==> config.mk <==
export PLATFORM = sky130hd
export DESIGN_NAME = rational_arithmetic_reduce
export DESIGN_NICKNAME = d
export VERILOG_FILES = /design/src/design/rar_pkg.sv /design/src/design/rar_div.sv /design/src/design/rar_dp.sv /design/src/design/rar_ctrl.sv /design/src/design/rational_arithmetic_reduce.sv
export SDC_FILE = /design/constraint.sdc
export NUM_CORES = 2
export LEC_CHECK = 0
export BUFFER_PORTS_ARGS = -buffer_cell sky130_fd_sc_hd__buf_4
export CELL_PAD_IN_SITES_DETAIL_PLACEMENT = 1
export CELL_PAD_IN_SITES_GLOBAL_PLACEMENT = 2
export CORE_MARGIN = 5
export CORE_UTILIZATION = 42
export CTS_BUF_LIST = sky130_fd_sc_hd__clkbuf_16
export DETAILED_ROUTE_END_ITERATION = 8
export PLACE_DENSITY_LB_ADDON = 0.1
export SLEW_MARGIN = 20
export SYNTH_ARGS = -nofsm -noshare
export SYNTH_HDL_FRONTEND = slang
export SYNTH_SLANG_ARGS = --single-unit
==> constraint.sdc <==
create_clock -name clk_i -period 13.1 [get_ports clk_i]
set_input_delay 0.655 -clock clk_i [delete_from_list [all_inputs] [get_ports clk_i]]
set_output_delay 0.655 -clock clk_i [all_outputs]
set_load 0.005 [all_outputs]
==> src/design/rar_pkg.sv <==
package rar_pkg;

  localparam int unsigned DATA_WIDTH = 32;
  // Quotient bits resolved per divider cycle.
  localparam int unsigned DIV_BITS   = 2;
  localparam int unsigned DIV_STEPS  = DATA_WIDTH / DIV_BITS;
  localparam int unsigned DIV_CNT_W  = $clog2(DIV_STEPS + 1);

  typedef enum logic [1:0] {
    FUNC_ADD = 2'd0,
    FUNC_SUB = 2'd1,
    FUNC_MUL = 2'd2,
    FUNC_DIV = 2'd3
  } func_e;

  typedef enum logic [1:0] {
    MUL_DEN = 2'd0,
    MUL_NUM = 2'd1,
    MUL_ALT = 2'd2
  } mul_sel_e;

  typedef enum logic [1:0] {
    DIV_REM = 2'd0,
    DIV_QN  = 2'd1,
    DIV_QD  = 2'd2
  } div_sel_e;

  typedef struct packed {
    func_e                  func;
    logic [DATA_WIDTH-1:0]  a_num;
    logic [DATA_WIDTH-1:0]  a_den;
    logic [DATA_WIDTH-1:0]  b_num;
    logic [DATA_WIDTH-1:0]  b_den;
  } in_t;

  typedef struct packed {
    logic [DATA_WIDTH-1:0]  res_num;
    logic [DATA_WIDTH-1:0]  res_den;
    logic                   overflow;
    logic                   zero_divisor;
  } out_t;

  typedef struct packed {
    logic     load_in;
    logic     mul_en;
    mul_sel_e mul_sel;
    logic     add_en;
    logic     gcd_init;
    logic     gcd_step;
    logic     div_start;
    div_sel_e div_sel;
    logic     q_num_wr;
    logic     q_den_wr;
    logic     out_load;
  } cmd_t;

  typedef struct packed {
    logic  x_zero;
    logic  y_zero;
    logic  div_done;
    func_e func;
  } status_t;

  function automatic logic [DATA_WIDTH-1:0] mag(input logic [DATA_WIDTH-1:0] v);
    mag = v[DATA_WIDTH-1] ? (~v + 1'b1) : v;
  endfunction

endpackage

==> src/design/rar_div.sv <==
module rar_div (
  input  logic                             clk_i,
  input  logic                             rst_ni,
  input  logic                             start_i,
  input  logic [rar_pkg::DATA_WIDTH-1:0]   dividend_i,
  input  logic [rar_pkg::DATA_WIDTH-1:0]   divisor_i,
  output logic                             done_o,
  output logic [rar_pkg::DATA_WIDTH-1:0]   quo_o,
  output logic [rar_pkg::DATA_WIDTH-1:0]   rem_o
);

  localparam int unsigned W = rar_pkg::DATA_WIDTH;

  logic                          busy_q, busy_d;
  logic                          done_q, done_d;
  logic [rar_pkg::DIV_CNT_W-1:0] cnt_q, cnt_d;
  logic [W-1:0]                  quo_q, quo_d;
  logic [W-1:0]                  rem_q, rem_d;
  logic [W-1:0]                  dvs_q, dvs_d;
  logic [W-1:0]                  step_r, step_q;

  // Restoring division, DIV_BITS quotient bits per cycle while busy.
  always_comb begin
    logic [W:0] t;
    step_r = rem_q;
    step_q = quo_q;
    for (int i = 0; i < int'(rar_pkg::DIV_BITS); i++) begin
      t      = {step_r, step_q[W-1]};
      step_q = {step_q[W-2:0], 1'b0};
      if (t >= {1'b0, dvs_q}) begin
        t         = t - {1'b0, dvs_q};
        step_q[0] = 1'b1;
      end
      step_r = t[W-1:0];
    end
  end

  always_comb begin
    busy_d = busy_q;
    done_d = 1'b0;
    cnt_d  = cnt_q;
    quo_d  = quo_q;
    rem_d  = rem_q;
    dvs_d  = dvs_q;
    if (start_i) begin
      busy_d = 1'b1;
      cnt_d  = rar_pkg::DIV_CNT_W'(rar_pkg::DIV_STEPS);
      quo_d  = dividend_i;
      rem_d  = '0;
      dvs_d  = divisor_i;
    end else if (busy_q) begin
      quo_d = step_q;
      rem_d = step_r;
      cnt_d = cnt_q - 1'b1;
      if (cnt_q == rar_pkg::DIV_CNT_W'(1)) begin
        busy_d = 1'b0;
        done_d = 1'b1;
      end
    end
  end

  always_ff @(posedge clk_i or negedge rst_ni) begin
    if (!rst_ni) begin
      busy_q <= 1'b0;
      done_q <= 1'b0;
      cnt_q  <= '0;
    end else begin
      busy_q <= busy_d;
      done_q <= done_d;
      cnt_q  <= cnt_d;
    end
  end

  always_ff @(posedge clk_i) begin
    quo_q <= quo_d;
    rem_q <= rem_d;
    dvs_q <= dvs_d;
  end

  assign done_o = done_q;
  assign quo_o  = quo_q;
  assign rem_o  = rem_q;

  a_start_idle: assert property (@(posedge clk_i) disable iff (!rst_ni)
    start_i |-> !busy_q) else $error("divider started while busy");
  a_done_idle: assert property (@(posedge clk_i) disable iff (!rst_ni)
    done_q |-> !busy_q) else $error("divider done while still busy");
  a_busy_cnt: assert property (@(posedge clk_i) disable iff (!rst_ni)
    busy_q |-> cnt_q != '0) else $error("divider busy with empty count");

endmodule

==> src/design/rar_dp.sv <==
module rar_dp (
  input  logic             clk_i,
  input  logic             rst_ni,
  input  rar_pkg::in_t     in_data_i,
  input  rar_pkg::cmd_t    cmd_i,
  output rar_pkg::status_t status_o,
  output rar_pkg::out_t    out_data_o
);

  localparam int unsigned W = rar_pkg::DATA_WIDTH;

  rar_pkg::in_t  in_q;
  rar_pkg::out_t out_q;
  logic [W-1:0]  num_q, den_q, m2_q, x_q, y_q;
  logic          ov_q;

  logic [W-1:0]   mul_a, mul_b;
  logic [2*W-1:0] prod;
  logic           mul_ov;
  logic [W-1:0]   sum;
  logic           sum_ov;
  logic [W-1:0]   dvd, dvs;
  logic           div_done;
  logic [W-1:0]   quo, rem;
  logic [W-1:0]   rem_s;
  logic           q_neg;
  logic [W-1:0]   q_res;
  logic           q_ov;

  always_comb begin
    unique case (cmd_i.mul_sel)
      rar_pkg::MUL_DEN: begin
        mul_a = in_q.a_den;
        mul_b = (in_q.func == rar_pkg::FUNC_DIV) ? in_q.b_num : in_q.b_den;
      end
      rar_pkg::MUL_NUM: begin
        mul_a = in_q.a_num;
        mul_b = (in_q.func == rar_pkg::FUNC_MUL) ? in_q.b_num : in_q.b_den;
      end
      rar_pkg::MUL_ALT: begin
        mul_a = in_q.a_den;
        mul_b = in_q.b_num;
      end
      default: begin
        mul_a = in_q.a_den;
        mul_b = in_q.b_den;
      end
    endcase
  end

  assign prod   = (2*W)'($signed(mul_a) * $signed(mul_b));
  // The product fits when its upper half is a copy of the sign bit.
  assign mul_ov = !((&prod[2*W-1:W-1]) || !(|prod[2*W-1:W-1]));

  always_comb begin
    if (in_q.func == rar_pkg::FUNC_SUB) begin
      sum    = num_q - m2_q;
      sum_ov = (num_q[W-1] != m2_q[W-1]) && (sum[W-1] != num_q[W-1]);
    end else begin
      sum    = num_q + m2_q;
      sum_ov = (num_q[W-1] == m2_q[W-1]) && (sum[W-1] != num_q[W-1]);
    end
  end

  always_comb begin
    unique case (cmd_i.div_sel)
      rar_pkg::DIV_REM: begin
        dvd = rar_pkg::mag(y_q);
        dvs = rar_pkg::mag(x_q);
      end
      rar_pkg::DIV_QN: begin
        dvd = rar_pkg::mag(num_q);
        dvs = rar_pkg::mag(y_q);
      end
      rar_pkg::DIV_QD: begin
        dvd = rar_pkg::mag(den_q);
        dvs = rar_pkg::mag(y_q);
      end
      default: begin
        dvd = rar_pkg::mag(y_q);
        dvs = rar_pkg::mag(x_q);
      end
    endcase
  end

  rar_div u_div (
    .clk_i      (clk_i),
    .rst_ni     (rst_ni),
    .start_i    (cmd_i.div_start),
    .dividend_i (dvd),
    .divisor_i  (dvs),
    .done_o     (div_done),
    .quo_o      (quo),
    .rem_o      (rem)
  );

  // The remainder takes the sign of the dividend.
  assign rem_s = y_q[W-1] ? (~rem + 1'b1) : rem;

  // The divisor y_q holds the common divisor during both final divisions.
  always_comb begin
    q_neg = (cmd_i.q_num_wr ? num_q[W-1] : den_q[W-1]) ^ y_q[W-1];
    q_res = q_neg ? (~quo + 1'b1) : quo;
    q_ov  = !q_neg && quo[W-1];
  end

  always_ff @(posedge clk_i) begin
    if (cmd_i.load_in) begin
      in_q <= in_data_i;
    end
    if (cmd_i.mul_en) begin
      unique case (cmd_i.mul_sel)
        rar_pkg::MUL_DEN: den_q <= prod[W-1:0];
        rar_pkg::MUL_NUM: num_q <= prod[W-1:0];
        default:          m2_q  <= prod[W-1:0];
      endcase
    end else if (cmd_i.add_en) begin
      num_q <= sum;
    end else if (cmd_i.q_num_wr) begin
      num_q <= q_res;
    end else if (cmd_i.q_den_wr) begin
      den_q <= q_res;
    end
    if (cmd_i.load_in) begin
      ov_q <= 1'b0;
    end else if (cmd_i.mul_en) begin
      ov_q <= ov_q | mul_ov;
    end else if (cmd_i.add_en) begin
      ov_q <= ov_q | sum_ov;
    end else if (cmd_i.q_num_wr || cmd_i.q_den_wr) begin
      ov_q <= ov_q | q_ov;
    end
    if (cmd_i.gcd_init) begin
      x_q <= num_q;
      y_q <= den_q;
    end else if (cmd_i.gcd_step) begin
      y_q <= x_q;
      x_q <= rem_s;
    end
    if (cmd_i.out_load) begin
      out_q.res_num      <= num_q;
      out_q.res_den      <= den_q;
      out_q.overflow     <= ov_q;
      out_q.zero_divisor <= (y_q == '0);
    end
  end

  assign status_o.x_zero   = (x_q == '0);
  assign status_o.y_zero   = (y_q == '0);
  assign status_o.div_done = div_done;
  assign status_o.func     = in_q.func;
  assign out_data_o        = out_q;

endmodule

==> src/design/rar_ctrl.sv <==
module rar_ctrl (
  input  logic             clk_i,
  input  logic             rst_ni,
  input  logic             in_valid_i,
  output logic             in_stall_o,
  output logic             out_valid_o,
  input  logic             out_stall_i,
  input  rar_pkg::status_t status_i,
  output rar_pkg::cmd_t    cmd_o
);

  typedef enum logic [9:0] {
    S_IDLE = 10'b00_0000_0001,
    S_MUL0 = 10'b00_0000_0010,
    S_MUL1 = 10'b00_0000_0100,
    S_MUL2 = 10'b00_0000_1000,
    S_ADD  = 10'b00_0001_0000,
    S_INIT = 10'b00_0010_0000,
    S_CHK  = 10'b00_0100_0000,
    S_REM  = 10'b00_1000_0000,
    S_QNUM = 10'b01_0000_0000,
    S_QDEN = 10'b10_0000_0000
  } state_e;

  state_e state_q, state_d;
  logic   out_valid_q, out_valid_d;
  logic   done_q, done_d;

  always_comb begin
    state_d = state_q;
    done_d  = done_q;
    cmd_o   = '0;
    unique case (state_q)
      S_IDLE: begin
        if (in_valid_i && !done_q) begin
          cmd_o.load_in = 1'b1;
          state_d       = S_MUL0;
        end
      end
      S_MUL0: begin
        cmd_o.mul_en  = 1'b1;
        cmd_o.mul_sel = rar_pkg::MUL_DEN;
        state_d       = S_MUL1;
      end
      S_MUL1: begin
        cmd_o.mul_en  = 1'b1;
        cmd_o.mul_sel = rar_pkg::MUL_NUM;
        if (status_i.func == rar_pkg::FUNC_ADD || status_i.func == rar_pkg::FUNC_SUB) begin
          state_d = S_MUL2;
        end else begin
          state_d = S_INIT;
        end
      end
      S_MUL2: begin
        cmd_o.mul_en  = 1'b1;
        cmd_o.mul_sel = rar_pkg::MUL_ALT;
        state_d       = S_ADD;
      end
      S_ADD: begin
        cmd_o.add_en = 1'b1;
        state_d      = S_INIT;
      end
      S_INIT: begin
        cmd_o.gcd_init = 1'b1;
        state_d        = S_CHK;
      end
      S_CHK: begin
        if (!status_i.x_zero) begin
          cmd_o.div_start = 1'b1;
          cmd_o.div_sel   = rar_pkg::DIV_REM;
          state_d         = S_REM;
        end else if (status_i.y_zero) begin
          // Both parts are zero: the result goes out unreduced.
          done_d  = 1'b1;
          state_d = S_IDLE;
        end else begin
          cmd_o.div_start = 1'b1;
          cmd_o.div_sel   = rar_pkg::DIV_QN;
          state_d         = S_QNUM;
        end
      end
      S_REM: begin
        cmd_o.div_sel = rar_pkg::DIV_REM;
        if (status_i.div_done) begin
          cmd_o.gcd_step = 1'b1;
          state_d        = S_CHK;
        end
      end
      S_QNUM: begin
        cmd_o.div_sel = rar_pkg::DIV_QN;
        if (status_i.div_done) begin
          cmd_o.q_num_wr  = 1'b1;
          cmd_o.div_start = 1'b1;
          cmd_o.div_sel   = rar_pkg::DIV_QD;
          state_d         = S_QDEN;
        end
      end
      S_QDEN: begin
        cmd_o.div_sel = rar_pkg::DIV_QD;
        if (status_i.div_done) begin
          cmd_o.q_den_wr = 1'b1;
          done_d         = 1'b1;
          state_d        = S_IDLE;
        end
      end
      default: begin
        state_d = S_IDLE;
      end
    endcase
    // A finished result moves into the output register once it is free.
    if (done_q && (!out_valid_q || !out_stall_i)) begin
      cmd_o.out_load = 1'b1;
      done_d         = 1'b0;
    end
  end

  assign out_valid_d = cmd_o.out_load || (out_valid_q && out_stall_i);

  always_ff @(posedge clk_i or negedge rst_ni) begin
    if (!rst_ni) begin
      state_q     <= S_IDLE;
      out_valid_q <= 1'b0;
      done_q      <= 1'b0;
    end else begin
      state_q     <= state_d;
      out_valid_q <= out_valid_d;
      done_q      <= done_d;
    end
  end

  assign in_stall_o  = (state_q != S_IDLE) || done_q;
  assign out_valid_o = out_valid_q;

  a_load_when_done: assert property (@(posedge clk_i) disable iff (!rst_ni)
    cmd_o.out_load |-> done_q && state_q == S_IDLE)
    else $error("output loaded without a finished result");
  a_no_accept_pending: assert property (@(posedge clk_i) disable iff (!rst_ni)
    cmd_o.load_in |-> !done_q) else $error("new transaction over a pending result");
  a_start_then_wait: assert property (@(posedge clk_i) disable iff (!rst_ni)
    cmd_o.div_start |=> (state_q == S_REM || state_q == S_QNUM || state_q == S_QDEN))
    else $error("division started without a wait state");

endmodule

==> src/design/rational_arithmetic_reduce.sv <==
// Combines two signed fractions by add, subtract, multiply or divide and
// reduces the result by a common divisor found with truncating Euclid
// steps; products and sums wrap, setting overflow, and a zero divisor
// leaves the result unreduced with zero_divisor set. One transaction is
// processed at a time. It runs through acceptance, the products and
// setup, the Euclid remainder steps, the check and, unless both parts
// are zero, the two final divisions, and hands the result to the output
// register. The divider, shared by the remainder steps and the final
// divisions, resolves two quotient bits per cycle. A finished result
// waits in an output register while the next transaction is accepted.
module rational_arithmetic_reduce (
  input  logic          clk_i,
  input  logic          rst_ni,
  input  logic          in_valid_i,
  output logic          in_stall_o,
  input  rar_pkg::in_t  in_data_i,
  output logic          out_valid_o,
  input  logic          out_stall_i,
  output rar_pkg::out_t out_data_o
);

  rar_pkg::cmd_t    cmd;
  rar_pkg::status_t status;

  rar_ctrl u_ctrl (
    .clk_i       (clk_i),
    .rst_ni      (rst_ni),
    .in_valid_i  (in_valid_i),
    .in_stall_o  (in_stall_o),
    .out_valid_o (out_valid_o),
    .out_stall_i (out_stall_i),
    .status_i    (status),
    .cmd_o       (cmd)
  );

  rar_dp u_dp (
    .clk_i      (clk_i),
    .rst_ni     (rst_ni),
    .in_data_i  (in_data_i),
    .cmd_i      (cmd),
    .status_o   (status),
    .out_data_o (out_data_o)
  );

endmodule

==> flow_metrics.tcl <==
set metrics [dict create \
    drt_iter0_drc 3476 \
    worst_ep_required_time_ns 13.61 \
    overflow 0 \
    max-cap-violations 0 \
    final_cell_mix "fa_1, nand2_1, inv_1, nor2_1, edfxtp_1" \
    seq_area_um2 13750 \
    ant_nets 0 \
    crit_end "u_dp.ov_q" \
    drive_gt1_share_pct 8.027 \
    wl_per_cell_um 26.61 \
    ys_seq_elements 472 \
    vias 50221 \
    fin_setup_tns_ns 0 \
    cts_made_buffers 57 \
    layout.nets 8260 \
    grtUsageTotal_pct 29.24 \
    synth_area_um2 63800 \
    worstSetupEndpointType "flip-flop" \
    syn_inst 6650 \
    grt_pass1_wl_um 349500 \
    r2r_start "u_ctrl.state_q[7]" \
    antenna_found_initial 3 \
    drc 0 \
    viasPerCell 5.710 \
    cts_tree "yes" \
    final-hold-violation-count 0 \
    clk_path_buf_depth 3 \
    synth_flop_cell "edfxtp_1" \
    syn-num-nets 8190 \
    worst_slew_pin_slew_ns 1.148 \
    fmax_ghz 0.08267 \
    cts_root_buf "clkbuf_16" \
    rows 143 \
    yosys_warnings 0 \
    rsz0062_at_grt "no" \
    finalWirelength_um 234100 \
    relSlewSlack_pct 21.93 \
    start_kind "flip-flop" \
    async_flop_share_pct 4.025 \
    yosysUniqueCellTypes 89 \
    critical_path.startpoint "u_ctrl.state_q[7]" \
    grt_max_degree 87 \
    io_pins 202 \
    cpMostUsedCell "fa_1" \
    gp_congestion 0.9147 \
    max_stage_delay_ns 0.74 \
    initial_core_util_pct 42.10 \
    h-tree-depth 2 \
    synth_edf_count 420 \
    io_buffers 201 \
    yosysTopAreaCell "fa_1" \
    cts_resized 0 \
    netlist.area_leader.share_pct 34.07 \
    first_pass_iters 6 \
    clkTransAtPathRegs_ns 0.06 \
    r2r-end "u_dp.ov_q" \
    multi_input_area_um2 45830 \
    cts_sinks 472 \
    period_needed_ns 12.10 \
    min_path_type "primary input to flip-flop" \
    fin_crit_sh_pct 92.34 \
    synth.avg_cell_area_um2 9.595 \
    finClkSkew_ns 0.04735 \
    crit_arrival_ns 12.61 \
    finalSetupViolCount 0 \
    slowest_stage "nor4_1" \
    r2r_slack_ns 1.00 \
    synthTopCellsByArea "fa_1, edfxtp_1, ha_1, nand2_1, inv_1" \
    yosysSeqAreaShare_pct 21.55 \
    final_common_cell "fa_1" \
    grt_pass1_vias 54623 \
    fp.dieH_um 399.8 \
    fillers 17105 \
    hpwlAfterDp_um 189400 \
    area_growth_pct 9.205 \
    die-area_um2 159800 \
    slew_violations 0 \
    coreArea_um2 151500 \
    clk_latency_ns 0.70 \
    die_w_um 399.8 \
    outcome "finished clean" \
    worstSetupPathType "flip-flop to flip-flop" \
    reg2reg_depth 35 \
    cp_max_fo 30 \
]
## through the flow
step           utilization (%)  std cells  hold WS, ns  worst slack (ns)  area (um2)
3_3_place_gp             44.71       8690       0.5033             1.253       67750
3_5_place_dp             44.71       8690       0.5157             1.121       67750
6_report                 45.98       8796       0.1490             1.003       69680
2_1_floorplan                -       6650       0.3594             1.218       63800
5_1_grt                  45.98       8795       0.1224            0.2506       69680
4_1_cts                  45.97       8795       0.1058             1.067       69670
## registers in the layout, summed over array words and instances, names as in the netlist
signal,flops
u_dp.m2_q,32
u_dp.status_o,2
u_ctrl.state_q,10
u_dp.in_q,128
u_dp.ov_q,1
u_ctrl.done_q,1
u_ctrl.out_valid_o,1
u_dp.x_q,32
u_dp.u_div.cnt_q,5
u_dp.u_div.quo_o,32
u_dp.out_data_o,66
u_dp.y_q,32
u_dp.u_div.dvs_q,32
u_dp.u_div.done_o,1
u_dp.u_div.busy_q,1
u_dp.u_div.rem_o,32
u_dp.den_q,32
u_dp.num_q,32
## synth_stat cells, types with 11 or more instances
master / count
fa_1: 1086
nand2_1: 1004
inv_1: 872
nor2_1: 669
edfxtp_1: 420
ha_1: 320
o21ai_0: 303
a21oi_1: 277
clkbuf_1: 271
xnor2_1: 202
xor2_1: 124
mux2i_1: 88
o31ai_1: 87
nor3_1: 73
mux2_2: 71
a21o_1: 65
nand2b_1: 42
nand3_1: 42
or3_1: 41
nor2b_1: 36
a221oi_1: 35
o41ai_1: 34
or4_1: 34
dfxtp_1: 33
nor4_1: 27
nand4_1: 26
o21bai_1: 26
o211ai_1: 23
o21a_1: 23
a211oi_1: 22
a31oi_1: 21
buf_1: 19
dfrtp_1: 18
and3_1: 15
nor3b_1: 14
and2_1: 13
or2_2: 12
buf_2: 11
## critical path: cells and delay by family, from the launching register on
family	cells	cell delay [ns]
AO/OA/AOI/OAI	9	2.22
adder cells (fa/ha/maj)	9	4.48
buffers and inverters	8	1.31
flip-flops	1	0.40
multiplexers	1	0.36
AND/OR/NAND/NOR	8	3.03
## metal layers
layer | vias up | global-route usage [%] | share of wire (%)
li1 | 21850 | - | -
met5 | - | 0 | 0.0056
met1 | 26274 | 38.89 | 42
met3 | 419 | 4.089 | 6.3
met2 | 1676 | 49.04 | 47
met4 | 2 | 10.53 | 4.3
## worst min path at each step
stage                             start                   to  slack (ns)  cells after the start
finish                    in_data_i[98]        u_dp.in_q[98]        0.15                      1
floorplan                        rst_ni        u_ctrl.done_q        0.36                      0
detailed placement        u_ctrl.done_q   u_ctrl.out_valid_o        0.52                      1
CTS                      in_data_i[105]       u_dp.in_q[105]        0.11                      1
global placement    u_dp.u_div.cnt_q[4]  u_dp.u_div.cnt_q[4]        0.50                      2
global route               in_data_i[1]         u_dp.in_q[1]        0.12                      1
## kinds of logic after synthesis
kind of cell	after synthesis	share of synthesized area (%)
AOI/OAI and AO/OA	1015	9.997
DFF	472	21.55
buffers and inverters	1178	6.977
xor gates and xnor gates	326	4.475
muxes	159	2.634
and+or+nand+nor	2094	14.02
adders and majority gates	1406	40.35
## what timing repair did
action,4_1_cts,5_1_grt
hold buffers,1,0
endpoints found under the hold margin,18,0
setup buffers,0,0
## layout make-up
cell class	count	area share, %
multi-input combinational	5000	65.77
sequential	472	19.73
inverter	873	4.703
tap	2030	3.645
timing repair buffer	316	3.408
clock buffer	57	2.047
clock inverter	47	0.6913
antenna	1	0.003591
Power is not shown: default switching activity piles up to over one toggle a cycle in this logic, so the estimate is an artifact.
